File: src/fbps_pkg.sv
// ----------------------------------------------------------------------------
// Fan button power sequencer package
// Widths, reset values, register indexes and shared structs.
// ----------------------------------------------------------------------------
package fbps_pkg;

  localparam int unsigned TickW = 8;
  localparam int unsigned HzW   = 10;
  localparam int unsigned IdxW  = 3;

  localparam logic [TickW-1:0] GuardRst = 8'd70;
  localparam logic [TickW-1:0] BeepRst  = 8'd50;
  localparam logic [HzW-1:0]   StepRst  = 10'd100;
  localparam logic [HzW-1:0]   TopRst   = 10'd300;
  localparam logic [HzW-1:0]   StartRst = 10'd100;
  localparam logic [HzW-1:0]   HzMax    = 10'd1023;

  typedef enum logic [IdxW-1:0] {
    REG_GUARD_TICKS = 3'd0,
    REG_BEEP_TICKS  = 3'd1,
    REG_SPEED_STEP  = 3'd2,
    REG_SPEED_TOP   = 3'd3,
    REG_START_HZ    = 3'd4
  } cfg_idx_e;

  typedef struct packed {
    logic [TickW-1:0] guard_ticks;
    logic [TickW-1:0] beep_ticks;
    logic [HzW-1:0]   speed_step;
    logic [HzW-1:0]   speed_top;
    logic [HzW-1:0]   start_hz;
  } cfg_t;

  typedef struct packed {
    logic           power_on;
    logic           swing_on;
    logic           led_high;
    logic           led_mid;
    logic           led_low;
    logic           buzzer_on;
    logic [HzW-1:0] req_hz;
  } res_t;

endpackage

File: src/fan_button_power_sequencer.sv
// ----------------------------------------------------------------------------
// Fan button power sequencer
// Button handling, beep and power-down sequencing for a fan controller.
// ----------------------------------------------------------------------------
// Usage:
//   Input channel (in_valid_i/in_ready_o): one beat per millisecond tick with
//   the three active-low button levels and the present generator frequency.
//   Output channel (out_valid_o/out_ready_i): one beat per input beat with
//   the state after that tick: power, swing, speed LEDs, buzzer and target.
//   Config channel (cfg_valid_i/cfg_ready_o): writes one setting by index,
//   always ready; indexes above the last register are dropped.
// Flow: a beat is taken into the input register, then moves through the tick
//   logic into the output register once that register has room. Throughput
//   is one beat per cycle while out_ready_i does not stall, set by the single
//   pass from input register through the tick logic to the output register.
// Stall: while the output beat waits, the input register still fills; with
//   both registers full in_ready_o drops until out_ready_i is seen.
// Reset: settings return to defaults, keys read as released, fan off,
//   timers cleared, both channels empty.
// ----------------------------------------------------------------------------
module fan_button_power_sequencer (
  input  logic                         clk_i,
  input  logic                         rst_ni,
  input  logic                         cfg_valid_i,
  output logic                         cfg_ready_o,
  input  logic [fbps_pkg::IdxW-1:0]    cfg_index_i,
  input  logic [fbps_pkg::HzW-1:0]     cfg_data_i,
  input  logic                         in_valid_i,
  output logic                         in_ready_o,
  input  logic                         key_speed_i,
  input  logic                         key_swing_i,
  input  logic                         key_off_i,
  input  logic [fbps_pkg::HzW-1:0]     present_hz_i,
  output logic                         out_valid_o,
  input  logic                         out_ready_i,
  output logic                         power_on_o,
  output logic                         swing_on_o,
  output logic                         led_low_o,
  output logic                         led_mid_o,
  output logic                         led_high_o,
  output logic                         buzzer_on_o,
  output logic [fbps_pkg::HzW-1:0]     req_hz_o
);
  import fbps_pkg::*;

  cfg_t           cfg;
  res_t           res, res_q;
  logic           in_valid_q, in_valid_d;
  logic           out_valid_q, out_valid_d;
  logic           key_speed_q, key_swing_q, key_off_q;
  logic [HzW-1:0] present_q;
  logic           adv, in_take;

  assign cfg_ready_o = 1'b1;

  fbps_cfg u_cfg (
    .clk_i       (clk_i),
    .rst_ni      (rst_ni),
    .cfg_valid_i (cfg_valid_i),
    .cfg_index_i (cfg_index_i),
    .cfg_data_i  (cfg_data_i),
    .cfg_o       (cfg)
  );

  // advance when the held tick has room in the output register
  assign adv        = in_valid_q && (!out_valid_q || out_ready_i);
  assign in_ready_o = !in_valid_q || adv;
  assign in_take    = in_valid_i && in_ready_o;

  assign in_valid_d  = in_take ? 1'b1 : (adv ? 1'b0 : in_valid_q);
  assign out_valid_d = adv ? 1'b1 : (out_ready_i ? 1'b0 : out_valid_q);

  always_ff @(posedge clk_i or negedge rst_ni) begin
    if (!rst_ni) begin
      in_valid_q  <= 1'b0;
      out_valid_q <= 1'b0;
    end else begin
      in_valid_q  <= in_valid_d;
      out_valid_q <= out_valid_d;
    end
  end

  always_ff @(posedge clk_i) begin
    if (in_take) begin
      key_speed_q <= key_speed_i;
      key_swing_q <= key_swing_i;
      key_off_q   <= key_off_i;
      present_q   <= present_hz_i;
    end
    if (adv) res_q <= res;
  end

  fbps_core u_core (
    .clk_i        (clk_i),
    .rst_ni       (rst_ni),
    .step_i       (adv),
    .cfg_i        (cfg),
    .key_speed_i  (key_speed_q),
    .key_swing_i  (key_swing_q),
    .key_off_i    (key_off_q),
    .present_hz_i (present_q),
    .res_o        (res)
  );

  assign out_valid_o = out_valid_q;
  assign power_on_o  = res_q.power_on;
  assign swing_on_o  = res_q.swing_on;
  assign led_low_o   = res_q.led_low;
  assign led_mid_o   = res_q.led_mid;
  assign led_high_o  = res_q.led_high;
  assign buzzer_on_o = res_q.buzzer_on;
  assign req_hz_o    = res_q.req_hz;

endmodule

File: src/fbps_cfg.sv
// ----------------------------------------------------------------------------
// Fan button power sequencer: configuration registers
// Holds the five settings, written one at a time by index.
// ----------------------------------------------------------------------------
module fbps_cfg (
  input  logic                         clk_i,
  input  logic                         rst_ni,
  input  logic                         cfg_valid_i,
  input  logic [fbps_pkg::IdxW-1:0]    cfg_index_i,
  input  logic [fbps_pkg::HzW-1:0]     cfg_data_i,
  output fbps_pkg::cfg_t               cfg_o
);
  import fbps_pkg::*;

  cfg_t cfg_q, cfg_d;

  always_comb begin
    cfg_d = cfg_q;
    if (cfg_valid_i) begin
      case (cfg_index_i)
        REG_GUARD_TICKS: cfg_d.guard_ticks = cfg_data_i[TickW-1:0];
        REG_BEEP_TICKS:  cfg_d.beep_ticks  = cfg_data_i[TickW-1:0];
        REG_SPEED_STEP:  cfg_d.speed_step  = cfg_data_i;
        REG_SPEED_TOP:   cfg_d.speed_top   = cfg_data_i;
        REG_START_HZ:    cfg_d.start_hz    = cfg_data_i;
        default:         cfg_d = cfg_q;
      endcase
    end
  end

  always_ff @(posedge clk_i or negedge rst_ni) begin
    if (!rst_ni) begin
      cfg_q.guard_ticks <= GuardRst;
      cfg_q.beep_ticks  <= BeepRst;
      cfg_q.speed_step  <= StepRst;
      cfg_q.speed_top   <= TopRst;
      cfg_q.start_hz    <= StartRst;
    end else begin
      cfg_q <= cfg_d;
    end
  end

  assign cfg_o = cfg_q;

endmodule

File: src/fbps_core.sv
// ----------------------------------------------------------------------------
// Fan button power sequencer: tick logic
// Edge detect, guard and beep timers, power and speed state, one tick a step.
// ----------------------------------------------------------------------------
module fbps_core (
  input  logic                      clk_i,
  input  logic                      rst_ni,
  input  logic                      step_i,
  input  fbps_pkg::cfg_t            cfg_i,
  input  logic                      key_speed_i,
  input  logic                      key_swing_i,
  input  logic                      key_off_i,
  input  logic [fbps_pkg::HzW-1:0]  present_hz_i,
  output fbps_pkg::res_t            res_o
);
  import fbps_pkg::*;

  logic [2:0]       last_keys_q, last_keys_d;
  logic [TickW-1:0] guard_q, guard_d;
  logic [TickW-1:0] beep_q, beep_d;
  logic             powered_q, powered_d;
  logic             stop_q, stop_d;
  logic             swing_q, swing_d;
  logic [2:0]       leds_q, leds_d;
  logic [HzW-1:0]   tgt_q, tgt_d;

  logic [2:0]       keys, falls;
  logic             pressed;
  logic [HzW:0]     sum, band2;
  logic [HzW-1:0]   stepped, tgt_spd;
  logic [2:0]       leds_spd;

  assign keys  = {key_off_i, key_swing_i, key_speed_i};
  assign falls = last_keys_q & ~keys;

  // saturate the stepped target, wrap once the top is reached
  assign sum     = {1'b0, tgt_q} + {1'b0, cfg_i.speed_step};
  assign stepped = sum[HzW] ? HzMax : sum[HzW-1:0];
  assign tgt_spd = (!powered_q || tgt_q >= cfg_i.speed_top) ? cfg_i.start_hz : stepped;

  assign band2       = {cfg_i.speed_step, 1'b0};
  assign leds_spd[0] = (tgt_spd != '0) && (tgt_spd <= cfg_i.speed_step);
  assign leds_spd[1] = (tgt_spd > cfg_i.speed_step) && ({1'b0, tgt_spd} <= band2);
  assign leds_spd[2] = {1'b0, tgt_spd} > band2;

  always_comb begin
    last_keys_d = last_keys_q;
    guard_d     = guard_q;
    beep_d      = beep_q;
    powered_d   = powered_q;
    stop_d      = stop_q;
    swing_d     = swing_q;
    leds_d      = leds_q;
    tgt_d       = tgt_q;
    pressed     = 1'b0;

    if (guard_q != '0) begin
      guard_d = guard_q - 1'b1;
    end else begin
      if (falls[0]) begin
        pressed   = 1'b1;
        powered_d = 1'b1;
        stop_d    = 1'b0;
        tgt_d     = tgt_spd;
        leds_d    = leds_spd;
      end
      if (falls[1]) begin
        pressed = 1'b1;
        if (powered_d) swing_d = !swing_d;
      end
      if (falls[2]) begin
        pressed = 1'b1;
        if (powered_d && !stop_d) begin
          swing_d = 1'b0;
          stop_d  = 1'b1;
          tgt_d   = '0;
        end
      end
      last_keys_d = keys;
      if (pressed) begin
        guard_d = cfg_i.guard_ticks;
        beep_d  = cfg_i.beep_ticks;
      end
    end

    if (!pressed && beep_q != '0) beep_d = beep_q - 1'b1;

    // cut power once the fan has spun down
    if (stop_d && present_hz_i == '0 && tgt_d == '0) begin
      powered_d = 1'b0;
      stop_d    = 1'b0;
      leds_d    = '0;
    end
  end

  always_ff @(posedge clk_i or negedge rst_ni) begin
    if (!rst_ni) begin
      last_keys_q <= '1;
      guard_q     <= '0;
      beep_q      <= '0;
      powered_q   <= 1'b0;
      stop_q      <= 1'b0;
      swing_q     <= 1'b0;
      leds_q      <= '0;
      tgt_q       <= '0;
    end else if (step_i) begin
      last_keys_q <= last_keys_d;
      guard_q     <= guard_d;
      beep_q      <= beep_d;
      powered_q   <= powered_d;
      stop_q      <= stop_d;
      swing_q     <= swing_d;
      leds_q      <= leds_d;
      tgt_q       <= tgt_d;
    end
  end

  assign res_o.power_on  = powered_d;
  assign res_o.swing_on  = swing_d;
  assign res_o.led_high  = leds_d[2];
  assign res_o.led_mid   = leds_d[1];
  assign res_o.led_low   = leds_d[0];
  assign res_o.buzzer_on = beep_d != '0;
  assign res_o.req_hz    = tgt_d;

endmodule

File: config.mk
export PLATFORM = sky130hd
export DESIGN_NAME = fan_button_power_sequencer
export DESIGN_NICKNAME = d
export VERILOG_FILES = /design/src/fbps_pkg.sv /design/src/fan_button_power_sequencer.sv /design/src/fbps_cfg.sv /design/src/fbps_core.sv
export SDC_FILE = /design/constraint.sdc
export NUM_CORES = 1
export LEC_CHECK = 0
export ABC_AREA = 1
export BUFFER_PORTS_ARGS = -buffer_cell sky130_fd_sc_hd__buf_4
export CORE_ASPECT_RATIO = 0.5
export CORE_MARGIN = 5
export CORE_UTILIZATION = 32
export CTS_BUF_LIST = sky130_fd_sc_hd__clkbuf_4
export DETAILED_ROUTE_END_ITERATION = 7
export PLACE_DENSITY_LB_ADDON = 0.12
export SYNTH_ARGS = -nofsm -noshare
export SYNTH_HDL_FRONTEND = slang
export SYNTH_SLANG_ARGS = --single-unit
File: constraint.sdc
create_clock -name clk_i -period 5.1 [get_ports clk_i]
set_input_delay 0.51 -clock clk_i [delete_from_list [all_inputs] [get_ports clk_i]]
set_output_delay 0.51 -clock clk_i [all_outputs]
set_load 0.05 [all_outputs]
==> results.sh <==
export IMPL_cp_max_fo=5
export IMPL_worstMarginPinSlew_ps=1060
export IMPL_status="finished, final reports clean"
export IMPL_path_clk_slew_ps=200
export IMPL_rsz0062_at_grt="no"
export IMPL_drt_total_wl_mm=17.0
export IMPL_synth_commonest_cells="nand2_1, inv_1, o21ai_0, dfrtp_1, nor2_1"
export IMPL_stdcell_area_sq_mm=0.00732
export IMPL_rrSetupSlack_ps=1520
export IMPL_syn_num_nets=863
export IMPL_setup_viol=0
export IMPL_synth_edf_count=29
export IMPL_skew_ps=29.3
export IMPL_peakVddDrop_mv=0.149
export IMPL_syn_avg_cell_area_sq_um=8.27
export IMPL_clock_sinks=112
export IMPL_grt_use_met3_pct=2.77
export IMPL_crit_required_ps=5380
export IMPL_antenna_found_initial=1
export IMPL_hold_depth=1
export IMPL_finalHoldViolations=0
export IMPL_placed_area_sq_mm=0.00716
export IMPL_fmax_mhz=280
export IMPL_synth_seq_area_share_pct=45.4
export IMPL_p_leak_nw=3.43
export IMPL_r2r_start="u_core.tgt_q[0]$_DFFE_PN0P_"
export IMPL_fp_dieW_um=212
export IMPL_yosysTopAreaCell="dfrtp_1"
export IMPL_drive_gt1_share_pct=16.1
export IMPL_place_congestion=0.827
export IMPL_hold_ws_ps=147
export IMPL_met2_usage_pct=22.7
export IMPL_yosysUniqueCellTypes=53
export IMPL_cts_buffers=9
export IMPL_die_h_um=111
export IMPL_startpoint="u_core.tgt_q[0]$_DFFE_PN0P_"
export IMPL_cp_start_kind="register"
export IMPL_setup_tns_ps=0
export IMPL_netlist_area_sq_mm=0.00654
export IMPL_max_slew_margin_pct=29.0
export IMPL_syn_inst=791
export IMPL_maxSlewViolCount=0
export IMPL_crit_chain="ha_1 > fa_1 > nand3_1 > nand3_4 > inv_1 > nand2_4 > o22ai_4 > inv_1 > ha_1 > inv_1 > nor2_1 > nor2_1 > o21a_1 > o21ai_0 > a21boi_0 > o21ai_0 > a21oi_1 > nand2_1 > nand2_1 > and2_1"
export IMPL_synth_area_top_cells="dfrtp_1, edfxtp_1, nand2_1"
export IMPL_dp_hpwl_mm=13.2
export IMPL_period_minus_slack_ps=3580
export IMPL_detail_route_wl_per_cell_um=15.3
export IMPL_synth_most_common_cell="nand2_1"
export IMPL_cp_end_kind="register"
export IMPL_cts_buffer_depth=2
export IMPL_root_buffer="clkbuf_4"
export IMPL_grt_busiest_layer="met2"
export IMPL_finalCritPeriodShare_pct=70.1
export IMPL_initial_utilization_pct=32.2
export IMPL_gr_total_overflow=0
export IMPL_cp_slowest_cell="fa_1"
export IMPL_rows=37
export IMPL_grt_pass1_wl_mm=27.8
export IMPL_ys_ff_latch=112
export IMPL_drcViolationCount=0
export IMPL_grt_max_degree=51
export IMPL_endpoint="led_low_o$_DFFE_PP_"
export IMPL_path_class="register to register"
export IMPL_io_pins=50
export IMPL_maxCapViolCount=0
export IMPL_drtAntennaViolNets=0
export IMPL_fin_nets=906
export IMPL_die_area_sq_mm=0.0236
export IMPL_reg2reg_depth=20
export IMPL_synth_flop_cell="dfrtp_1"
export IMPL_vias=5162
export IMPL_coreArea_sq_mm=0.0203
export IMPL_port_buffers=48
export IMPL_syn_to_final_growth_pct=11.8
export IMPL_async_reset_ff_share_pct=74.1
export IMPL_max_stage_delay_ps=470
export IMPL_met1_usage_pct=22.4
export IMPL_synth_top_area_share_pct=24.5
export IMPL_power_density_mw_per_mm2=422
export IMPL_holdCritPathClass="input pin to register"
export IMPL_grt_usage_pct=15.0
export IMPL_viasPerCell=4.64
export IMPL_timing_rr_end="led_low_o$_DFFE_PP_"
export IMPL_drt_iter0_markers=360
export IMPL_insertion_delay_ps=520
export IMPL_cts_tree="built"
export IMPL_drtPass1Iterations=5
export IMPL_cpMostUsedCell="inv_1"
export IMPL_grt_pass1_vias=5079
export IMPL_cp_arrival_ps=3850
export IMPL_h_tree_depth=3
export IMPL_synth_warnings=0
[worst max-delay path, delay by kind of cell (launching register included)]
kind	cells	cell delay, ps
AOI/OAI and AO/OA	6	880
adders and majority gates	3	1010
and+or+nand+nor	8	750
DFF	1	460
buffers and inverters	3	240
[report_power, final]
part / internal, mW / leakage [nW] / switching, mW
Sequential: 1.15 / 1.25 / 0.159
Combinational: 0.478 / 2.10 / 0.852
Clock: 0.115 / 0.0762 / 0.337
Total: 1.74 / 3.43 / 1.35
[how the worst min path moves through the flow]
stage | to | start
floorplan | in_valid_q$_DFFE_PN0P_ | rst_ni
global placement | u_core.leds_q[2]$_DFFE_PN0P_ | u_core.leds_q[2]$_DFFE_PN0P_
detailed placement | u_core.leds_q[2]$_DFFE_PN0P_ | u_core.leds_q[2]$_DFFE_PN0P_
CTS | present_q[8]$_DFFE_PP_ | present_hz_i[8]
global route | present_q[8]$_DFFE_PP_ | present_hz_i[8]
finish | present_q[8]$_DFFE_PP_ | present_hz_i[8]
[through the flow]
stage / util, % / worst slack (ps) / instances / power [mW]
2_1_floorplan: - / 1880 / 791 / 2.29
3_3_place_gp: 35.3 / 1650 / 1095 / 2.65
3_5_place_dp: 35.3 / 1540 / 1095 / 2.66
4_1_cts: 36.0 / 1520 / 1112 / 3.12
5_1_grt: 36.0 / 1170 / 1113 / 3.37
6_report: 36.0 / 1520 / 1113 / 3.09
[registers in the layout, summed over array words and instances (netlist names), 3 cells and up]
signal	cells
u_cfg.cfg_o	46
present_q	10
req_hz_o	10
u_core.tgt_q	10
u_core.beep_q	8
u_core.guard_q	8
u_core.last_keys_q	3
u_core.leds_q	3
[final cells by class]
cell class | count | area [sq um]
sequential | 112 | 2970
antenna | 1 | 2.50
multi-input combinational | 554 | 3070
fill | 2140 | 13000
timing repair buffer | 52 | 393
clock inverter | 7 | 71.3
clock buffer | 9 | 67.6
inverter | 105 | 399
tap | 273 | 342
[logic make-up after synthesis]
logic type | share of synthesized area [%]
AO/OA/AOI/OAI | 13.3
adder cells (fa/ha/maj) | 7.96
buffers and inverters | 7.67
XOR/XNOR | 1.74
AND/OR/NAND/NOR | 23.9
flip-flops | 45.4
other | 0.0573
[cells in the final DEF (no fill, tap or decap), drive strengths merged, types with 2 or more instances in the layout]
cell,netlist,routed
nand2,221,221
inv,103,107
o21ai,90,90
dfrtp,64,64
nor2,62,62
buf,8,51
ha,40,40
nand3,33,33
edfxtp,29,29
a21oi,28,28
dfstp,19,19
nor3,14,14
o22ai,14,14
xor2,10,10
clkbuf,12,9
nand4,7,7
clkinv,2,5
or2,4,4
a31oi,4,4
nand3b,3,3
xnor2,3,3
o211ai,2,2
o21bai,2,2
a21boi,2,2
nor4,2,2
a32o,2,2
and2,2,2
[routing by layer]
metal  routed length, um  vias to the layer above
met5                   0                        -
met4                 199                        0
met3                 399                       14
met2                7390                       47
met1                9020                     2424
li1                    -                     2677
[repair_timing]
action | CTS | global route
hold endpoints to repair | 7 | 0
setup endpoints to repair | 0 | 0
setup buffers | 0 | 0
hold buffers | 1 | 0
gates resized for setup | 0 | 0
No activity file was read; power rests on OpenSTA's default activity.
